### config.mk
export PLATFORM = sky130hd
export DESIGN_NAME = dc_motor_model_integrator_flat
export DESIGN_NICKNAME = d
export VERILOG_FILES = /design/src/design/dcmi_pkg.sv /design/src/design/dcmi_if.sv /design/src/design/dcmi_mac.sv /design/src/design/dcmi_seq.sv /design/src/design/dc_motor_model_integrator.sv /design/src/flat_wrapper.sv
export SDC_FILE = /design/constraint.sdc
export NUM_CORES = 2
export LEC_CHECK = 0
export BUFFER_PORTS_ARGS = -buffer_cell sky130_fd_sc_hd__buf_4
export CELL_PAD_IN_SITES_DETAIL_PLACEMENT = 0
export CELL_PAD_IN_SITES_GLOBAL_PLACEMENT = 1
export CORE_ASPECT_RATIO = 1.25
export CORE_MARGIN = 1
export CORE_UTILIZATION = 45
export CTS_CLUSTER_DIAMETER = 200
export DETAILED_ROUTE_END_ITERATION = 8
export PLACE_DENSITY_LB_ADDON = 0.1
export SLEW_MARGIN = 20
export SYNTH_ARGS = -nofsm -noshare
export SYNTH_HDL_FRONTEND = slang
export SYNTH_SLANG_ARGS = --single-unit
### constraint.sdc
create_clock -name clk -period 15.05 [get_ports clk]
set_input_delay 2.2575 -clock clk [delete_from_list [all_inputs] [get_ports clk]]
set_output_delay 2.2575 -clock clk [all_outputs]
set_load 0.02 [all_outputs]
### src/design/dcmi_pkg.sv
// Shared types, widths and helpers for the DC motor model integrator.
// No dependencies; every other file of the block imports this package.
package dcmi_pkg;

  localparam int STATE_WIDTH = 48;
  localparam int COEF_WIDTH  = 32;
  localparam int IO_WIDTH    = 48;
  localparam int CONST_WIDTH = 32;

  // Binary points: coefficients are Q.20, step constants and states Q.32.
  localparam int COEF_FRAC  = 20;
  localparam int CONST_FRAC = 32;

  localparam int MUL_WIDTH   = (COEF_WIDTH > CONST_WIDTH) ? COEF_WIDTH : CONST_WIDTH;
  localparam int CFG_WIDTH   = MUL_WIDTH;
  localparam int MCAND_WIDTH = ((STATE_WIDTH > IO_WIDTH) ? STATE_WIDTH : IO_WIDTH) + 1;
  localparam int ACC_WIDTH   = MCAND_WIDTH + MUL_WIDTH + 3;
  localparam int CNT_WIDTH   = $clog2(MUL_WIDTH);
  localparam int IO_EXT_WIDTH = STATE_WIDTH + IO_WIDTH;
  localparam int CFG_INDEX_WIDTH = 3;

  localparam logic signed [STATE_WIDTH-1:0] STATE_MAX = {1'b0, {(STATE_WIDTH-1){1'b1}}};
  localparam logic signed [STATE_WIDTH-1:0] STATE_MIN = {1'b1, {(STATE_WIDTH-1){1'b0}}};

  localparam logic signed [ACC_WIDTH-1:0] ROUND_COEF  = ACC_WIDTH'(1) << (COEF_FRAC - 1);
  localparam logic signed [ACC_WIDTH-1:0] ROUND_CONST = ACC_WIDTH'(1) << (CONST_FRAC - 1);

  localparam logic [COEF_WIDTH-1:0]  DAMPING_RESET   = COEF_WIDTH'(3670016);
  localparam logic [COEF_WIDTH-1:0]  STIFFNESS_RESET = COEF_WIDTH'(3565158);
  localparam logic [COEF_WIDTH-1:0]  SHAFT_GAIN_RESET   = COEF_WIDTH'(209715);
  localparam logic [COEF_WIDTH-1:0]  CURRENT_GAIN_RESET = COEF_WIDTH'(314573);
  localparam logic [COEF_WIDTH-1:0]  RATE_GAIN_RESET    = COEF_WIDTH'(209715);
  localparam logic [CONST_WIDTH-1:0] STEP_H_RESET       = CONST_WIDTH'(4294967);
  localparam logic [CONST_WIDTH-1:0] HALF_STEP_SQ_RESET = CONST_WIDTH'(2147);

  typedef enum logic [CFG_INDEX_WIDTH-1:0] {
    CFG_DAMPING,
    CFG_STIFFNESS,
    CFG_SHAFT_GAIN,
    CFG_CURRENT_GAIN,
    CFG_RATE_GAIN,
    CFG_STEP_H,
    CFG_HALF_STEP_SQ
  } cfg_index_t;

  typedef enum logic [3:0] {
    ST_IDLE,
    ST_Y2_DAMP,
    ST_Y2_STIFF,
    ST_Y2_GAIN,
    ST_Y2_RATE,
    ST_VAL_SLOPE,
    ST_VAL_ACCEL,
    ST_SLOPE_ACCEL,
    ST_SLOPE_WB,
    ST_OUT
  } seq_state_t;

  typedef enum logic [1:0] {
    PRE_ROUND,
    PRE_VALUE,
    PRE_SLOPE
  } pre_sel_t;

  typedef enum logic [2:0] {
    MC_SLOPE,
    MC_VALUE,
    MC_DRIVE,
    MC_DRIVE_RATE,
    MC_Y2
  } mcand_sel_t;

  typedef enum logic [2:0] {
    ML_DAMPING,
    ML_STIFFNESS,
    ML_GAIN,
    ML_RATE_GAIN,
    ML_STEP,
    ML_HALF_SQ
  } mult_sel_t;

  // Command to the serial multiply-accumulate unit.
  typedef struct packed {
    logic start;
    logic preload;
    logic mult_signed;
  } mac_cmd_t;

  // Sequencer outputs toward the datapath.
  typedef struct packed {
    mac_cmd_t   mac;
    pre_sel_t   pre_sel;
    mcand_sel_t mcand_sel;
    mult_sel_t  mult_sel;
    logic       negate;
    logic       ch;
    logic       y2_load;
    logic       value_load;
    logic       slope_load;
    logic       out_load;
    logic       in_ready;
  } dcmi_ctrl_t;

  // Clamp an accumulator value to the signed state range.
  function automatic logic signed [STATE_WIDTH-1:0] sat_state(
      input logic signed [ACC_WIDTH-1:0] x);
    logic signed [STATE_WIDTH-1:0] r;
    if (x > ACC_WIDTH'(STATE_MAX)) begin
      r = STATE_MAX;
    end else if (x < ACC_WIDTH'(STATE_MIN)) begin
      r = STATE_MIN;
    end else begin
      r = STATE_WIDTH'(x);
    end
    return r;
  endfunction

  // Sign-extend or truncate a state to the output field width.
  function automatic logic [IO_WIDTH-1:0] to_io(input logic signed [STATE_WIDTH-1:0] v);
    logic signed [IO_EXT_WIDTH-1:0] w;
    w = IO_EXT_WIDTH'(v);
    return w[IO_WIDTH-1:0];
  endfunction

endpackage

### src/design/dcmi_if.sv
// Valid/ready channel interfaces for the integrator's input and result items.
// Depends on dcmi_pkg for the field widths.
interface dcmi_sample_if;
  import dcmi_pkg::*;

  logic                       valid;
  logic                       ready;
  logic signed [IO_WIDTH-1:0] drive;
  logic signed [IO_WIDTH-1:0] drive_rate;

  modport source (output valid, output drive, output drive_rate, input ready);
  modport sink   (input valid, input drive, input drive_rate, output ready);
endinterface

interface dcmi_result_if;
  import dcmi_pkg::*;

  logic                       valid;
  logic                       ready;
  logic signed [IO_WIDTH-1:0] shaft_out;
  logic signed [IO_WIDTH-1:0] current_out;

  modport source (output valid, output shaft_out, output current_out, input ready);
  modport sink   (input valid, input shaft_out, input current_out, output ready);
endinterface

### src/design/dcmi_mac.sv
// Bit-serial multiply-accumulate unit: one multiplier bit per cycle.
// Depends on dcmi_pkg for widths and the command struct.
module dcmi_mac (
  input  logic                                  clk,
  input  logic                                  rst,
  input  dcmi_pkg::mac_cmd_t                    cmd,
  input  logic signed [dcmi_pkg::ACC_WIDTH-1:0]   preload_value,
  input  logic signed [dcmi_pkg::MCAND_WIDTH-1:0] mcand,
  input  logic [dcmi_pkg::MUL_WIDTH-1:0]          mult,
  output logic signed [dcmi_pkg::ACC_WIDTH-1:0]   acc,
  output logic                                  done
);
  import dcmi_pkg::*;

  logic                        busy;
  logic [CNT_WIDTH-1:0]        count;
  logic [MUL_WIDTH-1:0]        mult_sh;
  logic signed [ACC_WIDTH-1:0] mcand_sh;
  logic                        msigned;
  logic                        last;
  logic signed [ACC_WIDTH-1:0] addend;

  assign last   = (count == CNT_WIDTH'(MUL_WIDTH - 1));
  assign addend = mult_sh[0] ? mcand_sh : '0;
  assign done   = busy && last;

  always_ff @(posedge clk) begin
    if (rst) begin
      busy  <= 1'b0;
      count <= '0;
    end else if (cmd.start) begin
      busy  <= 1'b1;
      count <= '0;
    end else if (busy) begin
      count <= count + CNT_WIDTH'(1);
      if (last) begin
        busy <= 1'b0;
      end
    end
  end

  // The top multiplier bit carries negative weight for a signed multiplier.
  always_ff @(posedge clk) begin
    if (cmd.start) begin
      mult_sh  <= mult;
      mcand_sh <= ACC_WIDTH'(mcand);
      msigned  <= cmd.mult_signed;
      if (cmd.preload) begin
        acc <= preload_value;
      end
    end else if (busy) begin
      mult_sh  <= mult_sh >> 1;
      mcand_sh <= mcand_sh <<< 1;
      if (last && msigned) begin
        acc <= acc - addend;
      end else begin
        acc <= acc + addend;
      end
    end
  end

  a_start_idle: assert property (@(posedge clk) disable iff (rst) cmd.start |-> !busy)
    else $error("multiply started while the unit was busy");
  a_start_busy: assert property (@(posedge clk) disable iff (rst) cmd.start |=> busy)
    else $error("multiply did not start");
  a_done_frees: assert property (@(posedge clk) disable iff (rst) done |=> !busy)
    else $error("unit still busy after its last bit");

endmodule

### src/design/dcmi_seq.sv
// Sequencer that steps both channels through their products and write-backs.
// Depends on dcmi_pkg for the state enum and the control struct.
module dcmi_seq (
  input  logic                clk,
  input  logic                rst,
  input  logic                in_fire,
  input  logic                mac_done,
  input  logic                out_free,
  output dcmi_pkg::dcmi_ctrl_t ctrl
);
  import dcmi_pkg::*;

  seq_state_t state;
  seq_state_t state_next;
  logic       ch;
  logic       first;

  always_ff @(posedge clk) begin
    if (rst) begin
      state <= ST_IDLE;
      first <= 1'b0;
      ch    <= 1'b0;
    end else begin
      state <= state_next;
      first <= (state_next != state);
      if (state == ST_IDLE) begin
        ch <= 1'b0;
      end else if (state == ST_SLOPE_WB) begin
        ch <= 1'b1;
      end
    end
  end

  always_comb begin
    state_next = state;
    unique case (state)
      ST_IDLE: begin
        if (in_fire) state_next = ST_Y2_DAMP;
      end
      ST_Y2_DAMP: begin
        if (mac_done) state_next = ST_Y2_STIFF;
      end
      ST_Y2_STIFF: begin
        if (mac_done) state_next = ST_Y2_GAIN;
      end
      ST_Y2_GAIN: begin
        if (mac_done) state_next = ch ? ST_Y2_RATE : ST_VAL_SLOPE;
      end
      ST_Y2_RATE: begin
        if (mac_done) state_next = ST_VAL_SLOPE;
      end
      ST_VAL_SLOPE: begin
        if (mac_done) state_next = ST_VAL_ACCEL;
      end
      ST_VAL_ACCEL: begin
        if (mac_done) state_next = ST_SLOPE_ACCEL;
      end
      ST_SLOPE_ACCEL: begin
        if (mac_done) state_next = ST_SLOPE_WB;
      end
      ST_SLOPE_WB: begin
        state_next = ch ? ST_OUT : ST_Y2_DAMP;
      end
      ST_OUT: begin
        if (out_free) state_next = ST_IDLE;
      end
      default: state_next = ST_IDLE;
    endcase
  end

  always_comb begin
    ctrl.mac.start       = 1'b0;
    ctrl.mac.preload     = 1'b0;
    ctrl.mac.mult_signed = 1'b1;
    ctrl.pre_sel         = PRE_ROUND;
    ctrl.mcand_sel       = MC_SLOPE;
    ctrl.mult_sel        = ML_DAMPING;
    ctrl.negate          = 1'b0;
    ctrl.ch              = ch;
    ctrl.y2_load         = 1'b0;
    ctrl.value_load      = 1'b0;
    ctrl.slope_load      = 1'b0;
    ctrl.out_load        = 1'b0;
    ctrl.in_ready        = 1'b0;
    unique case (state)
      ST_IDLE: begin
        ctrl.in_ready = 1'b1;
      end
      ST_Y2_DAMP: begin
        ctrl.mac.start   = first;
        ctrl.mac.preload = 1'b1;
        ctrl.pre_sel     = PRE_ROUND;
        ctrl.mcand_sel   = MC_SLOPE;
        ctrl.negate      = 1'b1;
        ctrl.mult_sel    = ML_DAMPING;
      end
      ST_Y2_STIFF: begin
        ctrl.mac.start = first;
        ctrl.mcand_sel = MC_VALUE;
        ctrl.negate    = 1'b1;
        ctrl.mult_sel  = ML_STIFFNESS;
      end
      ST_Y2_GAIN: begin
        ctrl.mac.start = first;
        ctrl.mcand_sel = MC_DRIVE;
        ctrl.mult_sel  = ML_GAIN;
      end
      ST_Y2_RATE: begin
        ctrl.mac.start = first;
        ctrl.mcand_sel = MC_DRIVE_RATE;
        ctrl.mult_sel  = ML_RATE_GAIN;
      end
      ST_VAL_SLOPE: begin
        ctrl.mac.start       = first;
        ctrl.mac.preload     = 1'b1;
        ctrl.mac.mult_signed = 1'b0;
        ctrl.pre_sel         = PRE_VALUE;
        ctrl.mcand_sel       = MC_SLOPE;
        ctrl.mult_sel        = ML_STEP;
        ctrl.y2_load         = first;
      end
      ST_VAL_ACCEL: begin
        ctrl.mac.start       = first;
        ctrl.mac.mult_signed = 1'b0;
        ctrl.mcand_sel       = MC_Y2;
        ctrl.mult_sel        = ML_HALF_SQ;
      end
      ST_SLOPE_ACCEL: begin
        ctrl.mac.start       = first;
        ctrl.mac.preload     = 1'b1;
        ctrl.mac.mult_signed = 1'b0;
        ctrl.pre_sel         = PRE_SLOPE;
        ctrl.mcand_sel       = MC_Y2;
        ctrl.mult_sel        = ML_STEP;
        ctrl.value_load      = first;
      end
      ST_SLOPE_WB: begin
        ctrl.slope_load = 1'b1;
      end
      ST_OUT: begin
        ctrl.out_load = out_free;
      end
      default: begin
        ctrl.in_ready = 1'b0;
      end
    endcase
  end

  a_done_in_op: assert property (@(posedge clk) disable iff (rst)
      mac_done |-> (state != ST_IDLE && state != ST_SLOPE_WB && state != ST_OUT))
    else $error("multiply finished outside a product step");
  a_fire_begins: assert property (@(posedge clk) disable iff (rst)
      in_fire |=> (state == ST_Y2_DAMP && ch == 1'b0))
    else $error("accepted item did not start on the shaft channel");
  a_channel_turn: assert property (@(posedge clk) disable iff (rst)
      (state == ST_SLOPE_WB && !ch) |=> (state == ST_Y2_DAMP && ch))
    else $error("shaft channel did not hand over to the current channel");

endmodule

### src/design/dc_motor_model_integrator.sv
// Top level of the DC motor model integrator: configuration, state and datapath.
// Depends on dcmi_pkg, dcmi_if, dcmi_mac and dcmi_seq.

// Each accepted item advances a two-channel DC motor model by one time step
// with a second-order Taylor update. For the shaft channel and then the
// current channel, the block forms the second derivative
// y'' = -a1*y' - a0*y + b0*u (+ b1*u' on the current channel), rounds it to
// Q15.32 and saturates it, then updates the value with h*y' + (h*h/2)*y''
// using the slope from before the step, and finally updates the slope with
// h*y''. All rounding is half up, and every state saturates to the signed
// 48-bit range instead of wrapping. The result item carries the new shaft
// and current values. All products go through one shared bit-serial
// multiply-accumulate unit that consumes one multiplier bit per cycle
// once a product has been launched. The shaft channel needs 6 products
// and the current channel 7, plus a slope write-back per channel. The
// input side accepts only while the block is idle; the result sits in its
// own output register, so the next item may be accepted while the previous
// result still waits to be taken. Reset clears the model state to zero and
// loads the default coefficients. Configuration writes should be made only
// while no item is in flight; an index past the last register is ignored.
module dc_motor_model_integrator (
  input  logic                                   clk,
  input  logic                                   rst,
  dcmi_sample_if.sink                            sample,
  dcmi_result_if.source                          result,
  input  logic                                   cfg_write,
  input  logic [dcmi_pkg::CFG_INDEX_WIDTH-1:0]   cfg_index,
  input  logic [dcmi_pkg::CFG_WIDTH-1:0]         cfg_data
);
  import dcmi_pkg::*;

  // Configuration registers.
  logic signed [COEF_WIDTH-1:0] damping_coef;
  logic signed [COEF_WIDTH-1:0] stiffness_coef;
  logic signed [COEF_WIDTH-1:0] shaft_gain;
  logic signed [COEF_WIDTH-1:0] current_gain;
  logic signed [COEF_WIDTH-1:0] current_rate_gain;
  logic [CONST_WIDTH-1:0]       step_h;
  logic [CONST_WIDTH-1:0]       half_step_sq;

  // Model state; entry 0 is the shaft channel, entry 1 the current channel.
  logic signed [STATE_WIDTH-1:0] value [2];
  logic signed [STATE_WIDTH-1:0] slope [2];
  logic signed [STATE_WIDTH-1:0] accel;

  logic signed [IO_WIDTH-1:0] drive;
  logic signed [IO_WIDTH-1:0] drive_rate;

  logic                       out_valid;
  logic signed [IO_WIDTH-1:0] out_shaft;
  logic signed [IO_WIDTH-1:0] out_current;

  dcmi_ctrl_t ctrl;
  logic       in_fire;
  logic       out_free;
  logic       mac_done;

  logic signed [ACC_WIDTH-1:0]   acc;
  logic signed [ACC_WIDTH-1:0]   preload_value;
  logic signed [MCAND_WIDTH-1:0] mcand_raw;
  logic signed [MCAND_WIDTH-1:0] mcand;
  logic [MUL_WIDTH-1:0]          mult;

  // No item is taken while reset is held, since the sequencer would drop it.
  assign sample.ready = ctrl.in_ready && !rst;
  assign in_fire      = sample.valid && ctrl.in_ready && !rst;
  assign out_free     = !out_valid || result.ready;

  assign result.valid       = out_valid;
  assign result.shaft_out   = out_shaft;
  assign result.current_out = out_current;

  always_ff @(posedge clk) begin
    if (rst) begin
      damping_coef      <= DAMPING_RESET;
      stiffness_coef    <= STIFFNESS_RESET;
      shaft_gain        <= SHAFT_GAIN_RESET;
      current_gain      <= CURRENT_GAIN_RESET;
      current_rate_gain <= RATE_GAIN_RESET;
      step_h            <= STEP_H_RESET;
      half_step_sq      <= HALF_STEP_SQ_RESET;
    end else if (cfg_write) begin
      unique case (cfg_index)
        CFG_DAMPING:      damping_coef      <= cfg_data[COEF_WIDTH-1:0];
        CFG_STIFFNESS:    stiffness_coef    <= cfg_data[COEF_WIDTH-1:0];
        CFG_SHAFT_GAIN:   shaft_gain        <= cfg_data[COEF_WIDTH-1:0];
        CFG_CURRENT_GAIN: current_gain      <= cfg_data[COEF_WIDTH-1:0];
        CFG_RATE_GAIN:    current_rate_gain <= cfg_data[COEF_WIDTH-1:0];
        CFG_STEP_H:       step_h            <= cfg_data[CONST_WIDTH-1:0];
        CFG_HALF_STEP_SQ: half_step_sq      <= cfg_data[CONST_WIDTH-1:0];
        default: ;
      endcase
    end
  end

  // Latch the item so the source may move on while the step runs.
  always_ff @(posedge clk) begin
    if (in_fire) begin
      drive      <= sample.drive;
      drive_rate <= sample.drive_rate;
    end
  end

  // Write-backs read the accumulator in the cycle after the last product of
  // a group, before the next launch overwrites it. The accumulator already
  // holds the rounding bias and the old state shifted to the product's
  // binary point, so one arithmetic shift finishes the rounding.
  always_ff @(posedge clk) begin
    if (rst) begin
      value[0] <= '0;
      value[1] <= '0;
      slope[0] <= '0;
      slope[1] <= '0;
    end else begin
      if (ctrl.value_load) begin
        value[ctrl.ch] <= sat_state(acc >>> CONST_FRAC);
      end
      if (ctrl.slope_load) begin
        slope[ctrl.ch] <= sat_state(acc >>> CONST_FRAC);
      end
    end
  end

  always_ff @(posedge clk) begin
    if (ctrl.y2_load) begin
      accel <= sat_state(acc >>> COEF_FRAC);
    end
  end

  always_ff @(posedge clk) begin
    if (rst) begin
      out_valid <= 1'b0;
    end else if (ctrl.out_load) begin
      out_valid <= 1'b1;
    end else if (result.ready) begin
      out_valid <= 1'b0;
    end
  end

  always_ff @(posedge clk) begin
    if (ctrl.out_load) begin
      out_shaft   <= to_io(value[0]);
      out_current <= to_io(value[1]);
    end
  end

  // Operand selection for the shared multiply-accumulate unit.
  always_comb begin
    case (ctrl.mcand_sel)
      MC_SLOPE:      mcand_raw = MCAND_WIDTH'(slope[ctrl.ch]);
      MC_VALUE:      mcand_raw = MCAND_WIDTH'(value[ctrl.ch]);
      MC_DRIVE:      mcand_raw = MCAND_WIDTH'(drive);
      MC_DRIVE_RATE: mcand_raw = MCAND_WIDTH'(drive_rate);
      MC_Y2:         mcand_raw = MCAND_WIDTH'(accel);
      default:       mcand_raw = '0;
    endcase
    mcand = ctrl.negate ? -mcand_raw : mcand_raw;
  end

  // Coefficients are sign-extended; the step constants are zero-extended and
  // run through the unit as unsigned multipliers.
  always_comb begin
    case (ctrl.mult_sel)
      ML_DAMPING:   mult = MUL_WIDTH'(damping_coef);
      ML_STIFFNESS: mult = MUL_WIDTH'(stiffness_coef);
      ML_GAIN:      mult = ctrl.ch ? MUL_WIDTH'(current_gain) : MUL_WIDTH'(shaft_gain);
      ML_RATE_GAIN: mult = MUL_WIDTH'(current_rate_gain);
      ML_STEP:      mult = MUL_WIDTH'(step_h);
      ML_HALF_SQ:   mult = MUL_WIDTH'(half_step_sq);
      default:      mult = '0;
    endcase
  end

  always_comb begin
    case (ctrl.pre_sel)
      PRE_ROUND: preload_value = ROUND_COEF;
      PRE_VALUE: preload_value = (ACC_WIDTH'(value[ctrl.ch]) <<< CONST_FRAC) + ROUND_CONST;
      PRE_SLOPE: preload_value = (ACC_WIDTH'(slope[ctrl.ch]) <<< CONST_FRAC) + ROUND_CONST;
      default:   preload_value = '0;
    endcase
  end

  dcmi_mac u_mac (
    .clk           (clk),
    .rst           (rst),
    .cmd           (ctrl.mac),
    .preload_value (preload_value),
    .mcand         (mcand),
    .mult          (mult),
    .acc           (acc),
    .done          (mac_done)
  );

  dcmi_seq u_seq (
    .clk      (clk),
    .rst      (rst),
    .in_fire  (in_fire),
    .mac_done (mac_done),
    .out_free (out_free),
    .ctrl     (ctrl)
  );

endmodule

### src/flat_wrapper.sv
// flat-port wrapper written by rule: the top's interface ports become plain ports
module dc_motor_model_integrator_flat import dcmi_pkg::*;
  (clk, rst, cfg_write, cfg_index, cfg_data, sample_valid, sample_drive, sample_drive_rate, sample_ready, result_valid, result_shaft_out, result_current_out, result_ready);
  dcmi_sample_if sample_i ();
  dcmi_result_if result_i ();
  input  logic clk;
  input  logic rst;
  input  logic cfg_write;
  input  logic [dcmi_pkg::CFG_INDEX_WIDTH-1:0] cfg_index;
  input  logic [dcmi_pkg::CFG_WIDTH-1:0] cfg_data;
  input wire logic [$bits(sample_i.valid)-1:0] sample_valid;
  input wire logic [$bits(sample_i.drive)-1:0] sample_drive;
  input wire logic [$bits(sample_i.drive_rate)-1:0] sample_drive_rate;
  output wire logic [$bits(sample_i.ready)-1:0] sample_ready;
  output wire logic [$bits(result_i.valid)-1:0] result_valid;
  output wire logic [$bits(result_i.shaft_out)-1:0] result_shaft_out;
  output wire logic [$bits(result_i.current_out)-1:0] result_current_out;
  input wire logic [$bits(result_i.ready)-1:0] result_ready;
  assign sample_i.valid = sample_valid;
  assign sample_i.drive = sample_drive;
  assign sample_i.drive_rate = sample_drive_rate;
  assign sample_ready = sample_i.ready;
  assign result_valid = result_i.valid;
  assign result_shaft_out = result_i.shaft_out;
  assign result_current_out = result_i.current_out;
  assign result_i.ready = result_ready;
  dc_motor_model_integrator u_core (.clk(clk), .rst(rst), .sample(sample_i), .result(result_i), .cfg_write(cfg_write), .cfg_index(cfg_index), .cfg_data(cfg_data));
endmodule
# ---- Word-level counts from Yosys, hierarchy flattened
# Memories as Yosys holds them, arrays and structs flattened. A register that Yosys moved wholly into a read port is not among the register bits.
# Cells that the tools add are included.
dict set report op_classes {
  reduce_logical 31
  addsub 6
  mux 67
  eq_ne 29
  magnitude_cmp 4
}
# operator count
set ops {}
lappend ops {{84-bit 2-to-1 mux} 7}
lappend ops {{48-bit 2-to-1 mux} 9}
lappend ops {{84-bit one-hot mux with 3 select lines} 1}
lappend ops {{49-bit one-hot mux with 5 select lines} 1}
lappend ops {{32-bit one-hot mux with 6 select lines} 1}
lappend ops {{80-bit by 33-bit adder with 81-bit output (second input constant)} 2}
lappend ops {{32-bit 2-to-1 mux} 3}
lappend ops {{48-bit OR reduction} 2}
lappend ops {{84-bit adder} 1}
lappend ops {{84-bit subtractor} 1}
lappend ops {{64-bit by 48-bit greater-than comparator with 1-bit output (second input constant)} 1}
lappend ops {{64-bit by 48-bit < comparator with 1-bit output (second input constant)} 1}
lappend ops {{52-bit by 48-bit greater-than comparator with 1-bit output (second input constant)} 1}
lappend ops {{52-bit by 48-bit < comparator with 1-bit output (second input constant)} 1}
lappend ops {{49-bit 2-to-1 mux} 1}
lappend ops {{49-bit negator} 1}
lappend ops {{4-bit 2-to-1 mux} 10}
lappend ops {{4-bit one-hot mux with 10 select lines} 1}
lappend ops {{6-bit one-hot mux with 6 select lines} 1}
lappend ops {{1-bit 2-to-1 mux} 31}
lappend ops {{3-bit by 2-bit equality test with 1-bit output (second input constant)} 6}
lappend ops {{3-bit equality test (second input constant)} 6}
lappend ops {{4-bit by 3-bit equality test with 1-bit output (second input constant)} 4}
lappend ops {{2-bit AND reduction} 8}
lappend ops {{other kinds (21)} 36}
dict set report word_totals {
  reg_bits 582
  word_cells 159
  mem_bits_rw 192
  mem_count 2
}
# name depth width read_ports rd_ports_with_merged_regs write_ports line_no
set memory_table {}
lappend memory_table {u_core.slope 2 48 1 1 2 dc_motor_model_integrator.sv:43} ;# logic signed [STATE_WIDTH-1:0] slope [2];
lappend memory_table {u_core.value 2 48 3 3 2 dc_motor_model_integrator.sv:42} ;# logic signed [STATE_WIDTH-1:0] value [2];

# ---- Depth between registers and ports, before layout
dict set report depth {
  depth_word 7
  depth_mapped 28
  mapped_depth_nobuf 23
}

# ---- By module
# A second synthesis with hierarchy kept.
dict set report hier_totals {
  cells_unflattened 4631
  hier_area_um2 45800.2
}
# mod cells_per_inst area_per_inst_um2 seq_area_each_um2 n_inst
set by_module_without_submodules {}
lappend by_module_without_submodules {dc_motor_model_integrator 2658 28548.6 17476.8 1}
lappend by_module_without_submodules {dcmi_mac 1906 16718.5 6155.9 1}
lappend by_module_without_submodules {dcmi_seq 67 533.0 120.1 1}

# ---- Worst setup path before layout
# Ideal clock, no wire load.
dict set report synth_timing {
  kind {input-to-reg}
  startpoint {in result_ready}
  endpoint {reg u_core.out_current[0] (netlist: result_current_out[0]) (read register of u_core.value) (enable)}
  setup_slack_ns 7.850
  stages 2
  t_required_ns 14.488
  setup_ns 0.562
  arrival_ns 6.638
  path_cell_list {nand2b_1 -> nor2b_1}
}
# item line_no
set synth_lines {}
lappend synth_lines {{start: declaration} flat_wrapper.sv:18} ;# input wire logic [$bits(result_i.ready)-1:0] result_ready;
lappend synth_lines {{end: declaration} dc_motor_model_integrator.sv:51} ;# logic signed [IO_WIDTH-1:0] out_current;

# ---- Final worst setup path
dict set report layout_timing {
  startpoint {reg u_core.u_mac.mcand_sh[8]}
  endpoint {reg u_core.u_mac.acc[83] (netlist name) (data pin)}
}
dict set report layout_between {
  elab_chain_cells 5
  elab_cells_between_ends 6
  cone_classes {add/sub: 2; mux: 4}
}
# item line_no
set layout_rtl {}
lappend layout_rtl {{start: declaration} dcmi_mac.sv:18} ;# logic signed [ACC_WIDTH-1:0] mcand_sh;
lappend layout_rtl {{start signal: assignment} dcmi_mac.sv:46} ;# mcand_sh <= ACC_WIDTH'(mcand);
lappend layout_rtl {{start signal: assignment} dcmi_mac.sv:53} ;# mcand_sh <= mcand_sh <<< 1;
lappend layout_rtl {{84-bit 2-to-1 mux (*)} dcmi_mac.sv:24} ;# assign addend = mult_sh[0] ? mcand_sh : '0;
lappend layout_rtl {{84-bit adder or 84-bit subtractor (tied branches)} {dcmi_mac.sv:57, dcmi_mac.sv:55}}
lappend layout_rtl {{84-bit 2-to-1 mux (*)} dcmi_mac.sv:54} ;# if (last && msigned) begin
lappend layout_rtl {{84-bit 2-to-1 mux (*)} dcmi_mac.sv:51} ;# end else if (busy) begin
lappend layout_rtl {{84-bit 2-to-1 mux (*)} dcmi_mac.sv:44} ;# if (cmd.start) begin
lappend layout_rtl {{end signal: assignment} dcmi_mac.sv:49} ;# acc <= preload_value;
lappend layout_rtl {{end signal: assignment} dcmi_mac.sv:55} ;# acc <= acc - addend;
lappend layout_rtl {{end signal: assignment} dcmi_mac.sv:57} ;# acc <= acc + addend;
lappend layout_rtl {{end: declaration} dcmi_mac.sv:10} ;# output logic signed [dcmi_pkg::ACC_WIDTH-1:0] acc,
# Mark *: on every way between the ends. The rest lies on a longest branch, timed or not. The select of a mux whose other input is x is not followed.
# A chain may end at the register's enable or synchronous reset.

==> impl_metrics.yaml <==
run_status:
  status: "finished, final reports clean"
timing:
  finalHoldViolCount: 0
  post-route-min-period_ns: 7.36
  max_slew_margin_pct: 19.3
  fin_setup_tns_ns: 0
  max_freq_mhz: 136
  final_max_slew_viol_count: 0
  rsz0062_at_grt: "no"
  fin_crit_sh_pct: 48.9
  setup_viol: 0
  holdWs_ns: 0.442
  finClkSkew_ns: 0.0706
  worstMarginPinSlew_ns: 1.18
placement:
  port_buffers: 233
  dp_hpwl_mm: 106
  gp_congestion: 0.942
critical_path:
  worstSetupPathType: "reg -> reg"
  endpoint_kind: "flop"
  cp_max_fo: 8
  worstPathRequired_ns: 15.44
  cp-start-kind: "flop"
  crit_arrival_ns: 7.75
floorplan:
  die_width_um: 281
  die_h_um: 351
  rows: 127
  core-area_um2: 96300
  start_util_pct: 45.6
  dieArea_um2: 98800
  pin_count: 234
detailed_routing:
  vias: 34400
  ant_nets: 0
  routedWlPerCell_um: 26.1
  drt_iter0_markers: 3120
  drc: 0
  wirelength_mm: 151
  firstDrtPassIters: 8
  vias_per_cell: 5.93
layout:
  regArea_um2: 23800
  fillCellCount: 8977
  multi_input_area_um2: 18900
  final_cell_mix: "763 x nand2_1, 633 x edfxtp_1, 414 x nor2_1"
  area_delta_synth_final_pct: 13.9
  diodes: 0
  drive_gt1_share_pct: 14.3
  final_common_cell: "nand2_1"
  finalNetCount: 4658
synth:
  synth_cells: 4328
  synthArstFlopShare_pct: 0
  synth_area_um2: 43900
  ys_seq_area_share_pct: 54.2
  synth_cell_types: 99
  synth_top_area_share_pct: 43.3
  ys_warn_count: 0
  ys_seq_elements: 871
  ys.flop_type: "edfxtp_1"
  synth_area_leader_cell: "edfxtp_1"
  synth_edf_count: 633
  syn_avg_cell_area_um2: 10.1
  syn_nets: 4557
  synth.area.top_cells: "edfxtp_1 43%, dfxtp_1 11%, nand2_1 6.5%"
global_route:
  overflow: 0
  antenna_found_initial: 0
  grt_pass1_wl_mm: 220
  grt_usage_pct: 30.2
  grt_start_max_net_pins: 110
  grt_pass1_vias: 33100
clock_network:
  h-tree-depth: 3
  cts_repair_resize_count: 0
  clock_latency_ns: 0.70
  postCtsHoldBufs: 0
  cts_tree: "built"
  cts_root_buf: "clkbuf_16"
  clkTransAtPathRegs_ns: 0.06
  cts_buffers: 92
  cts_buffer_depth: 3
  post-cts-setup-buffers: 0
  clock_sinks: 871
power:
  vdd_drop_max_mv: 0.104
  p_per_area_nw_per_um2: 114
  p_leak_uw: 0.0183
run:
  cap_violations: 0
hold_path:
  hold_class: "reg -> reg"
## metrics by stage
stage / instances / util, % / power (uW) / instance area, um^2 / setup WS (ns)
CTS: 5795 / 51.9 / 5750 / 50000 / 7.84
floorplan: 4328 / - / 3090 / 43900 / 7.85
global placement: 5625 / 48.5 / 3300 / 46700 / 7.88
global route: 5795 / 51.9 / 5890 / 50000 / 7.10
detailed placement: 5625 / 48.5 / 3310 / 46700 / 7.88
finish: 5795 / 51.9 / 5710 / 50000 / 7.69
## state kept, by name, summed over array words and instances (netlist names), 48 cells and up, named ones only
register and flops:
u_core.drive_rate 48, u_core.accel 48, result_shaft_out 48, u_core.value 96, u_core.u_mac.mcand_sh 84, u_core.drive 48, u_core.u_mac.acc 84, result_current_out 48
u_core.slope 96
## final timing paths
path                                                         start                                to  slack [ns]  cells past startpoint
worst max-delay path            u_core.u_mac.mcand_sh[8]$_DFFE_PP_    u_core.u_mac.acc[83]$_DFFE_PP_        7.69                     22
worst min-delay path             u_core.value[1][19]$_SDFFCE_PN0P_  result_current_out[19]$_DFFE_PP_        0.44                      0
worst max register to register  u_core.u_mac.mcand_sh[8]$_DFFE_PP_    u_core.u_mac.acc[83]$_DFFE_PP_        7.69                     22
worst min register to register   u_core.value[1][19]$_SDFFCE_PN0P_  result_current_out[19]$_DFFE_PP_        0.44                      0
## layer usage
metal	GRT usage, %	up-vias	share of wire (%)
met1	33.5	16800	36
met4	16.5	0	5.9
li1	-	16100	-
met3	3.86	313	5.5
met2	55.7	1232	53
met5	0	-	0
## power by group
group | leakage [uW] | switching, uW | internal, uW
Sequential | 0.00793 | 57.8 | 2660
Combinational | 0.00875 | 350 | 192
Clock | 0.00159 | 1030 | 1420
Total | 0.0183 | 1440 | 4270
## critical path: stages (launching register included)
cell       delay, ns
edfxtp_1        0.45
or4_1           0.60
or4_1           0.45
a21boi_0        0.18
nand3_1         0.16
nand2b_1        0.28
a21oi_2         0.37
nand2_1         0.27
a2111oi_0       0.62
o31a_1          0.20
o21ai_0         0.12
ha_1            0.39
a21o_1          0.20
a21o_1          0.17
a21oi_1         0.15
o31a_1          0.22
o21ai_0         0.10
a2111oi_0       0.93
nor2_1          0.19
a311oi_1        0.55
o21ai_0         0.21
xnor2_1         0.18
o21ai_0         0.09
## cell families after synthesis
| family | synth area share [%] |
|---|---|
| and+or+nand+nor | 15.9 |
| buffers and inverters | 3.15 |
| DFF | 54.2 |
| adders and majority gates | 2.67 |
| AOI/OAI and AO/OA | 16.7 |
| muxes | 3.98 |
| xor gates and xnor gates | 3.45 |
## cells in the mapped netlist (14+ instances only)
library cell  number
nand4_1           47
a31oi_1           57
o211ai_1          21
or3_1             21
a21oi_1          360
clkbuf_1         223
nand2_1          765
and2_1            19
o221a_2           14
nor2_1           419
xor2_1            75
dfxtp_1          238
nand3_1           44
o21ai_0          161
nand2b_1          30
mux2i_1           47
buf_2             14
a22oi_1          100
ha_1              92
nand3b_1          61
o31ai_1           22
nor2b_1           45
nor4_1            17
a222oi_1          57
mux2_2           106
o221ai_1          17
o21bai_1          23
nor3_1            45
o22ai_1           44
a21o_1           138
edfxtp_1         633
inv_1             36
xnor2_1           98
buf_1             41
## area by class of cell
cell class                 count  share of cell area (%)
clock buffer                 113                    5.14
timing repair buffer         302                    4.54
tap                         1290                    3.23
clock inverter                57                    1.43
multi-input combinational   3125                    37.8
inverter                      37                   0.288
sequential                   871                    47.6
Note: power is estimated with default switching activity, not from simulation.
